[config.mk]
export PLATFORM = sky130hd
export DESIGN_NAME = ack_range_decoder
export DESIGN_NICKNAME = d
export VERILOG_FILES = /design/src/rtl/ard_pkg.sv /design/src/rtl/ard_decode.sv /design/src/rtl/ard_scale.sv /design/src/rtl/ack_range_decoder.sv
export SDC_FILE = /design/constraint.sdc
export NUM_CORES = 2
export LEC_CHECK = 0
export ABC_CLOCK_PERIOD_IN_PS = 41300
export BUFFER_PORTS_ARGS = -buffer_cell sky130_fd_sc_hd__buf_2
export CELL_PAD_IN_SITES_DETAIL_PLACEMENT = 0
export CELL_PAD_IN_SITES_GLOBAL_PLACEMENT = 1
export CORE_MARGIN = 1.5
export CORE_UTILIZATION = 55
export CTS_CLUSTER_DIAMETER = 80
export DETAILED_ROUTE_END_ITERATION = 8
export GPL_TIMING_DRIVEN = 0
export PLACE_DENSITY = 0.95
export SLEW_MARGIN = 10
export SYNTH_ARGS = -nofsm -noshare
export SYNTH_HDL_FRONTEND = slang
export SYNTH_HIERARCHICAL = 1
export SYNTH_SLANG_ARGS = --single-unit
[constraint.sdc]
create_clock -name clk_i -period 41.3 [get_ports clk_i]
set_input_delay 6.195 -clock clk_i [delete_from_list [all_inputs] [get_ports clk_i]]
set_output_delay 6.195 -clock clk_i [all_outputs]
set_load 0.01 [all_outputs]
[src/rtl/ard_pkg.sv]
package ard_pkg;

  // Field widths fixed by the frame format
  localparam int FieldWidth    = 62;
  localparam int DelayWidth    = 64;
  localparam int KindWidth     = 2;
  localparam int ExpWidth      = 5;
  localparam int MulWidth      = 20;
  localparam int CfgIdxWidth   = 1;
  localparam int CfgDataWidth  = 20;
  localparam int HalfWidth     = DelayWidth / 2;

  // Default for the usable width of a field value
  localparam int ValueWidthDef = 62;

  // A gap field encodes one less than the number of skipped packets, plus one
  localparam int GapOffset     = 2;

  // Result kinds
  localparam logic [KindWidth-1:0] KindDelay = 2'd0;
  localparam logic [KindWidth-1:0] KindRange = 2'd1;
  localparam logic [KindWidth-1:0] KindError = 2'd2;

  // Error codes
  localparam logic ErrFirstBlock = 1'b0;
  localparam logic ErrLaterRange = 1'b1;

  // Configuration register indexes
  localparam logic [CfgIdxWidth-1:0] CfgDelayExponent = 1'd0;
  localparam logic [CfgIdxWidth-1:0] CfgTimeUnits     = 1'd1;

  // Reset values of the configuration registers
  localparam logic [ExpWidth-1:0] DelayExponentRst = 5'd3;
  localparam logic [MulWidth-1:0] TimeUnitsRst     = 20'd1000;

  typedef struct packed {
    logic [FieldWidth-1:0] field_value;
    logic                  frame_start;
  } in_t;

  typedef struct packed {
    logic [KindWidth-1:0]  kind;
    logic [FieldWidth-1:0] range_low;
    logic [FieldWidth-1:0] range_high;
    logic [DelayWidth-1:0] ack_delay;
    logic                  error_code;
    logic                  last;
  } out_t;

  // Decoded result on its way to the delay scaler
  typedef struct packed {
    logic [KindWidth-1:0]  kind;
    logic [FieldWidth-1:0] range_low;
    logic [FieldWidth-1:0] range_high;
    logic                  error_code;
    logic                  last;
    logic [DelayWidth-1:0] shifted;
    logic                  shift_ovf;
  } stage_t;

endpackage

[src/rtl/ard_decode.sv]
module ard_decode #(
  parameter int ValueWidth = ard_pkg::ValueWidthDef
) (
  input  logic                          clk_i,
  input  logic                          rst_ni,
  input  logic                          valid_i,
  input  ard_pkg::in_t                  data_i,
  output logic                          ready_o,
  input  logic [ard_pkg::ExpWidth-1:0]  delay_exponent_i,
  output logic                          stage_valid_o,
  output ard_pkg::stage_t               stage_o,
  input  logic                          stage_ready_i
);

  // Frame parser phases
  localparam logic [2:0] PhWait  = 3'd0;
  localparam logic [2:0] PhDelay = 3'd1;
  localparam logic [2:0] PhCount = 3'd2;
  localparam logic [2:0] PhFirst = 3'd3;
  localparam logic [2:0] PhGap   = 3'd4;
  localparam logic [2:0] PhBlock = 3'd5;

  // Width of the shifted delay before the overflow check
  localparam int ShiftMax = (1 << ard_pkg::ExpWidth) - 1;
  localparam int ShiftW   = (ValueWidth + ShiftMax > ard_pkg::DelayWidth + 1) ?
                            ValueWidth + ShiftMax : ard_pkg::DelayWidth + 1;

  logic [2:0]            phase_q, phase_d;
  logic [ValueWidth-1:0] bottom_q, bottom_d;
  logic [ValueWidth-1:0] top_q, top_d;
  logic [ValueWidth-1:0] left_q, left_d;
  logic                  stage_valid_q, stage_valid_d;
  ard_pkg::stage_t       stage_q, stage_d;

  logic                  take;
  logic                  has_res;
  logic [ValueWidth-1:0] v;
  logic [ValueWidth:0]   v_plus_gap;
  logic [ValueWidth-1:0] top_minus_v;
  logic [ValueWidth-1:0] left_dec;
  logic [ShiftW-1:0]     shift_full;

  assign ready_o    = !stage_valid_q || stage_ready_i;
  assign take       = valid_i && ready_o;
  assign v          = data_i.field_value[ValueWidth-1:0];
  assign v_plus_gap = {1'b0, v} + (ValueWidth+1)'(ard_pkg::GapOffset);
  assign top_minus_v = top_q - v;
  assign left_dec   = left_q - ValueWidth'(1);
  assign shift_full = ShiftW'(v) << delay_exponent_i;

  // Frame parser: state update and result for one field
  always_comb begin
    phase_d  = phase_q;
    bottom_d = bottom_q;
    top_d    = top_q;
    left_d   = left_q;
    has_res  = 1'b0;
    stage_d  = '0;
    if (take) begin
      if (data_i.frame_start) begin
        top_d    = v;
        bottom_d = '0;
        left_d   = '0;
        phase_d  = PhDelay;
      end else begin
        unique case (phase_q)
          PhWait: begin
            phase_d = PhWait;
          end
          PhDelay: begin
            has_res           = 1'b1;
            stage_d.kind      = ard_pkg::KindDelay;
            stage_d.shifted   = shift_full[ard_pkg::DelayWidth-1:0];
            stage_d.shift_ovf = |shift_full[ShiftW-1:ard_pkg::DelayWidth];
            phase_d           = PhCount;
          end
          PhCount: begin
            left_d  = v;
            phase_d = PhFirst;
          end
          PhFirst: begin
            has_res = 1'b1;
            if (v > top_q) begin
              stage_d.kind       = ard_pkg::KindError;
              stage_d.error_code = ard_pkg::ErrFirstBlock;
              stage_d.last       = 1'b1;
              phase_d            = PhWait;
            end else begin
              bottom_d           = top_minus_v;
              stage_d.kind       = ard_pkg::KindRange;
              stage_d.range_low  = ard_pkg::FieldWidth'(top_minus_v);
              stage_d.range_high = ard_pkg::FieldWidth'(top_q);
              stage_d.last       = (left_q == '0);
              phase_d            = (left_q == '0) ? PhWait : PhGap;
            end
          end
          PhGap: begin
            if ({1'b0, bottom_q} < v_plus_gap) begin
              has_res            = 1'b1;
              stage_d.kind       = ard_pkg::KindError;
              stage_d.error_code = ard_pkg::ErrLaterRange;
              stage_d.last       = 1'b1;
              phase_d            = PhWait;
            end else begin
              top_d   = bottom_q - v_plus_gap[ValueWidth-1:0];
              phase_d = PhBlock;
            end
          end
          PhBlock: begin
            has_res = 1'b1;
            if (v > top_q) begin
              stage_d.kind       = ard_pkg::KindError;
              stage_d.error_code = ard_pkg::ErrLaterRange;
              stage_d.last       = 1'b1;
              phase_d            = PhWait;
            end else begin
              bottom_d           = top_minus_v;
              left_d             = left_dec;
              stage_d.kind       = ard_pkg::KindRange;
              stage_d.range_low  = ard_pkg::FieldWidth'(top_minus_v);
              stage_d.range_high = ard_pkg::FieldWidth'(top_q);
              stage_d.last       = (left_dec == '0);
              phase_d            = (left_dec == '0) ? PhWait : PhGap;
            end
          end
          default: begin
            phase_d = PhWait;
          end
        endcase
      end
    end
  end

  // Result register toward the scaler; fields without a result leave no entry
  always_comb begin
    if (take) begin
      stage_valid_d = has_res;
    end else begin
      stage_valid_d = stage_valid_q && !stage_ready_i;
    end
  end

  always_ff @(posedge clk_i or negedge rst_ni) begin
    if (!rst_ni) begin
      phase_q       <= PhWait;
      bottom_q      <= '0;
      top_q         <= '0;
      left_q        <= '0;
      stage_valid_q <= 1'b0;
    end else begin
      phase_q       <= phase_d;
      bottom_q      <= bottom_d;
      top_q         <= top_d;
      left_q        <= left_d;
      stage_valid_q <= stage_valid_d;
    end
  end

  always_ff @(posedge clk_i) begin
    if (take) begin
      stage_q <= stage_d;
    end
  end

  assign stage_valid_o = stage_valid_q;
  assign stage_o       = stage_q;

endmodule

[src/rtl/ard_scale.sv]
module ard_scale (
  input  logic                          clk_i,
  input  logic                          rst_ni,
  input  logic                          valid_i,
  input  ard_pkg::stage_t               stage_i,
  output logic                          ready_o,
  input  logic [ard_pkg::MulWidth-1:0]  time_units_i,
  output logic                          valid_o,
  output ard_pkg::out_t                 data_o,
  input  logic                          stall_i
);

  localparam int ProdW = ard_pkg::HalfWidth + ard_pkg::MulWidth;
  localparam int SumW  = ard_pkg::DelayWidth + ard_pkg::MulWidth + 1;

  typedef struct packed {
    logic [ard_pkg::KindWidth-1:0]  kind;
    logic [ard_pkg::FieldWidth-1:0] range_low;
    logic [ard_pkg::FieldWidth-1:0] range_high;
    logic                           error_code;
    logic                           last;
    logic [ProdW-1:0]               prod_hi;
    logic [ProdW-1:0]               prod_lo;
    logic                           shift_ovf;
  } prod_t;

  logic          prod_valid_q;
  prod_t         prod_q, prod_d;
  logic          out_valid_q;
  ard_pkg::out_t out_q, out_d;
  logic          out_ready;
  logic          prod_take;
  logic          out_take;
  logic [SumW-1:0] sum;

  assign out_ready = !out_valid_q || !stall_i;
  assign ready_o   = !prod_valid_q || out_ready;
  assign prod_take = valid_i && ready_o;
  assign out_take  = prod_valid_q && out_ready;

  // Partial products of the shifted delay, one per 32-bit half
  always_comb begin
    prod_d.kind       = stage_i.kind;
    prod_d.range_low  = stage_i.range_low;
    prod_d.range_high = stage_i.range_high;
    prod_d.error_code = stage_i.error_code;
    prod_d.last       = stage_i.last;
    prod_d.shift_ovf  = stage_i.shift_ovf;
    prod_d.prod_hi    =
        ProdW'(stage_i.shifted[ard_pkg::DelayWidth-1:ard_pkg::HalfWidth]) *
        ProdW'(time_units_i);
    prod_d.prod_lo    = ProdW'(stage_i.shifted[ard_pkg::HalfWidth-1:0]) *
                        ProdW'(time_units_i);
  end

  // Combine the halves and saturate
  assign sum = SumW'({prod_q.prod_hi, ard_pkg::HalfWidth'(0)}) + SumW'(prod_q.prod_lo);

  always_comb begin
    out_d.kind       = prod_q.kind;
    out_d.range_low  = prod_q.range_low;
    out_d.range_high = prod_q.range_high;
    out_d.error_code = prod_q.error_code;
    out_d.last       = prod_q.last;
    if (prod_q.shift_ovf || (|sum[SumW-1:ard_pkg::DelayWidth])) begin
      out_d.ack_delay = '1;
    end else begin
      out_d.ack_delay = sum[ard_pkg::DelayWidth-1:0];
    end
  end

  always_ff @(posedge clk_i or negedge rst_ni) begin
    if (!rst_ni) begin
      prod_valid_q <= 1'b0;
      out_valid_q  <= 1'b0;
    end else begin
      prod_valid_q <= prod_take || (prod_valid_q && !out_ready);
      out_valid_q  <= out_take || (out_valid_q && stall_i);
    end
  end

  always_ff @(posedge clk_i) begin
    if (prod_take) begin
      prod_q <= prod_d;
    end
    if (out_take) begin
      out_q <= out_d;
    end
  end

  assign valid_o = out_valid_q;
  assign data_o  = out_q;

endmodule

[src/rtl/ack_range_decoder.sv]
// Channel  Direction  Handshake                  Payload
// in       input      in_valid_i / in_stall_o    ard_pkg::in_t   (one frame field)
// out      output     out_valid_o / out_stall_i  ard_pkg::out_t  (delay, range or error)
// cfg      input      cfg_valid_i / cfg_ready_o  cfg_index_i, cfg_data_i
//
// One field is taken per cycle while in_stall_o is low. A result passes through
// the input register, frame parser, delay partial products and output
// register with the final add and saturation to 64 bits.
// Reset clears the parser to waiting for a frame start and loads the
// configuration defaults (exponent 3, 1000 units per microsecond).
// A stall on the output holds each stage only while the one behind it is full.
module ack_range_decoder #(
  parameter int ValueWidth = ard_pkg::ValueWidthDef
) (
  input  logic                              clk_i,
  input  logic                              rst_ni,
  input  logic                              in_valid_i,
  output logic                              in_stall_o,
  input  ard_pkg::in_t                      in_data_i,
  output logic                              out_valid_o,
  input  logic                              out_stall_i,
  output ard_pkg::out_t                     out_data_o,
  input  logic                              cfg_valid_i,
  output logic                              cfg_ready_o,
  input  logic [ard_pkg::CfgIdxWidth-1:0]   cfg_index_i,
  input  logic [ard_pkg::CfgDataWidth-1:0]  cfg_data_i
);

  logic                          in_valid_q;
  ard_pkg::in_t                  in_q;
  logic                          in_ready;
  logic                          in_take;
  logic                          dec_ready;
  logic                          stage_valid;
  ard_pkg::stage_t               stage;
  logic                          scale_ready;
  logic [ard_pkg::ExpWidth-1:0]  delay_exponent_q;
  logic [ard_pkg::MulWidth-1:0]  time_units_q;

  // Configuration registers, always writable
  assign cfg_ready_o = 1'b1;

  always_ff @(posedge clk_i or negedge rst_ni) begin
    if (!rst_ni) begin
      delay_exponent_q <= ard_pkg::DelayExponentRst;
      time_units_q     <= ard_pkg::TimeUnitsRst;
    end else if (cfg_valid_i) begin
      unique case (cfg_index_i)
        ard_pkg::CfgDelayExponent: delay_exponent_q <= cfg_data_i[ard_pkg::ExpWidth-1:0];
        ard_pkg::CfgTimeUnits:     time_units_q     <= cfg_data_i[ard_pkg::MulWidth-1:0];
        default: ;
      endcase
    end
  end

  // Input register
  assign in_ready   = !in_valid_q || dec_ready;
  assign in_stall_o = !in_ready;
  assign in_take    = in_valid_i && in_ready;

  always_ff @(posedge clk_i or negedge rst_ni) begin
    if (!rst_ni) begin
      in_valid_q <= 1'b0;
    end else begin
      in_valid_q <= in_take || (in_valid_q && !dec_ready);
    end
  end

  always_ff @(posedge clk_i) begin
    if (in_take) begin
      in_q <= in_data_i;
    end
  end

  ard_decode #(
    .ValueWidth(ValueWidth)
  ) u_decode (
    .clk_i           (clk_i),
    .rst_ni          (rst_ni),
    .valid_i         (in_valid_q),
    .data_i          (in_q),
    .ready_o         (dec_ready),
    .delay_exponent_i(delay_exponent_q),
    .stage_valid_o   (stage_valid),
    .stage_o         (stage),
    .stage_ready_i   (scale_ready)
  );

  ard_scale u_scale (
    .clk_i       (clk_i),
    .rst_ni      (rst_ni),
    .valid_i     (stage_valid),
    .stage_i     (stage),
    .ready_o     (scale_ready),
    .time_units_i(time_units_q),
    .valid_o     (out_valid_o),
    .data_o      (out_data_o),
    .stall_i     (out_stall_i)
  );

endmodule

==> metrics <==
Final Hold Viols 0; drt first pass iters 9; Final period util 0.321; Final Slew Violations 21; CTS tree yes; H-tree level count 3; final WL 316 mm; status complete, but fails checks; Post-Synth Simple-Gate Area 0.154; Post-synth top cells 1301 x inv_1, 1075 x fa_1, 1042 x nand2_1; area delta synth->final 9.33%; Die Height 401 um; CP Capture Type primary output; GR Util All Layers 0.392; Max Fclk 75.5 MHz; FF-to-FF setup slack 31.09 ns; Synth Area in Compound Gates 0.0929; Longest Clk Path Bufs 3; synth top area cells fa_1 25%, edfxtp_1 23%, ha_1 6.8%; largest family of logic cells by synthesized area adder cells; first-pass GRT wire length 459 mm; cell count of the worst reg-to-reg path 23; failing checks max-capacitance violations, max-slew violations; hold crit path type reg2reg; CORE AREA 157000 sq um; Clock Skews 0.0657 ns; Hold Path Sink u_scale/data_o[185]; worst hold path cell count 0; # setup viols final 0; Post-CTS Hold Buffers 0; mux cell area share after synthesis 0.0291; Tmin final 13.25 ns; Synth Area in Adders 0.315; CTS sink cnt 899; sequential area share after synthesis 0.298; critical path cell sequence buf_2 > nand3_1 > nand2b_1 > nand2b_1 > inv_1 > buf_2; die width 401 um; DRT antenna net count 0; Post-Synthesis Cells 8775; number of max-cap violations 2; Placer Congestion 1.08; cts bufs inserted 97; crit start category input port; top-level I/O count 284; HP Start u_scale/out_d[185]; relative slew slack -0.00520; Seq cells post-synth 899; DRT iter0 DRCs 7145; ys async rst share 0.242; Avg Inst Size Synth 9.93 sq um; I/O Buffers 282; number of global-route vias before repair 69900; synthesized net count 10400; Worst Max-Slew Pin Slew 1.51 ns; Starting Density 0.556; Congestion Overflow GR 0; post-synth top area share 0.247; drt wl/cell 27.9 um; area leader, netlist fa_1; XOR/XNOR share of the synthesized area 0.0325; antenna violations before repair 30; Hold Slack 0.413 ns; Worst Path Max Fanout 3; vias per cell 6.08; worst endpoint required time 35.10 ns; Layout Nets 10800; worst r2r dst u_scale/prod_q[38]; Synth warnings 6; Post-synth EDFFs 681; Netlist Area Pre-Place 87100 sq um; setup repair after global routing missed its margin no; CTS Root Cell clkbuf_16; Post-CTS Setup Inserts 0; crit-path max cell delay 0.23 ns; layout cells sized above 1 0.0740; ys flop type edfxtp_1; pin count of the biggest net entering global routing 80; Die Footprint 161000 sq um; Worst-Skew Late Latency 0.80 ns; clk slew on worst S/H paths 0.07 ns; worst r2r src time_units_q[5]; post-synthesis cell type count 105; most frequent cell after synthesis inv_1; Site Rows 145; critical setup path kind in2out; Vias 68900; Post-CTS Resized 0; dpl hpwl 250 mm; # DRC 0; Worst Path Arrival 7.06 ns; TNS Setup 0 ns; Critical Path Slowest Stage Cell nand2b_1
## per-stage QoR
step           instance area (sq um)  instances  worst slack [ns]   util
3_3_place_gp                   91100      11100             13.17  0.581
3_5_place_dp                   91600      11100             28.04  0.585
2_1_floorplan                  87100       8775             20.28      -
4_1_cts                        95100      11300             28.03  0.607
6_report                       95200      11300             28.05  0.607
5_1_grt                        95200      11300             27.96  0.607
## critical path: cells and delay by family
family | cells | cell delay, ns
buffers and inverters | 3 | 0.30
AND/OR/NAND/NOR | 3 | 0.55
## layout by cell type (no fill, tap or decap), drive strengths merged, types with 370 or more instances in the layout
cell and count:
edfxtp 681, ha 471, inv 1310, and2 693, nor2 388, a21oi 454
nand2 1044, fa 1075, buf 370, clkbuf 557
## logic make-up after synthesis
group / after synthesis
buf+inv: 1808
fa+ha+maj: 1546
flops: 899
compound gates: 1309
simple gates: 2707
other cells: 1
mux: 183
xor+xnor: 322
## routing by layer
layer  global-route usage  routed length [um]  up-vias
li1                     -                   -    29400
met1                0.495              118000    34600
met2                0.600              140000     4020
met3               0.0987               32900      945
met4                0.261               25100       20
met5                    0                 165        -
## worst max-delay path by stage
stage,from,cells after the start,to,slack [ns]
final,out_stall_i,6,in_stall_o,28.05
after global routing,out_stall_i,6,in_stall_o,27.96
after CTS,out_stall_i,6,in_stall_o,28.03
after detailed placement,out_stall_i,6,in_stall_o,28.04
after global placement,out_stall_i,2,u_scale/data_o[78],13.17
after floorplan,out_stall_i,1,u_scale/data_o[0],20.28
## flip-flops by register name, summed over array words and instances (netlist names), 3 cells and up
| name | cells |
|---|---|
| delay_exponent_q | 5 |
| u_decode/stage_o | 193 |
| u_scale/prod_q | 105 |
| u_decode/bottom_q | 62 |
| in_q | 63 |
| u_decode/phase_q | 3 |
| u_scale/out_d | 128 |
| u_scale/data_o | 192 |
| time_units_q | 20 |
| u_decode/top_q | 62 |
| u_decode/left_q | 62 |
## layout make-up
| class | count | area [sq um] |
|---|---|---|
| fill | 13300 | 61500 |
| multi-input combinational | 6068 | 54300 |
| sequential | 899 | 25900 |
| inverter | 1304 | 4890 |
| clock buffer | 119 | 2590 |
| tap | 2058 | 2570 |
| buffer | 504 | 2030 |
| timing repair buffer | 305 | 1940 |
| clock inverter | 62 | 918 |
| antenna | 21 | 52.6 |
Power is left out: the tool's default activity adds up to more than one toggle a clock period on the data nets, which glitch-free logic cannot reach.
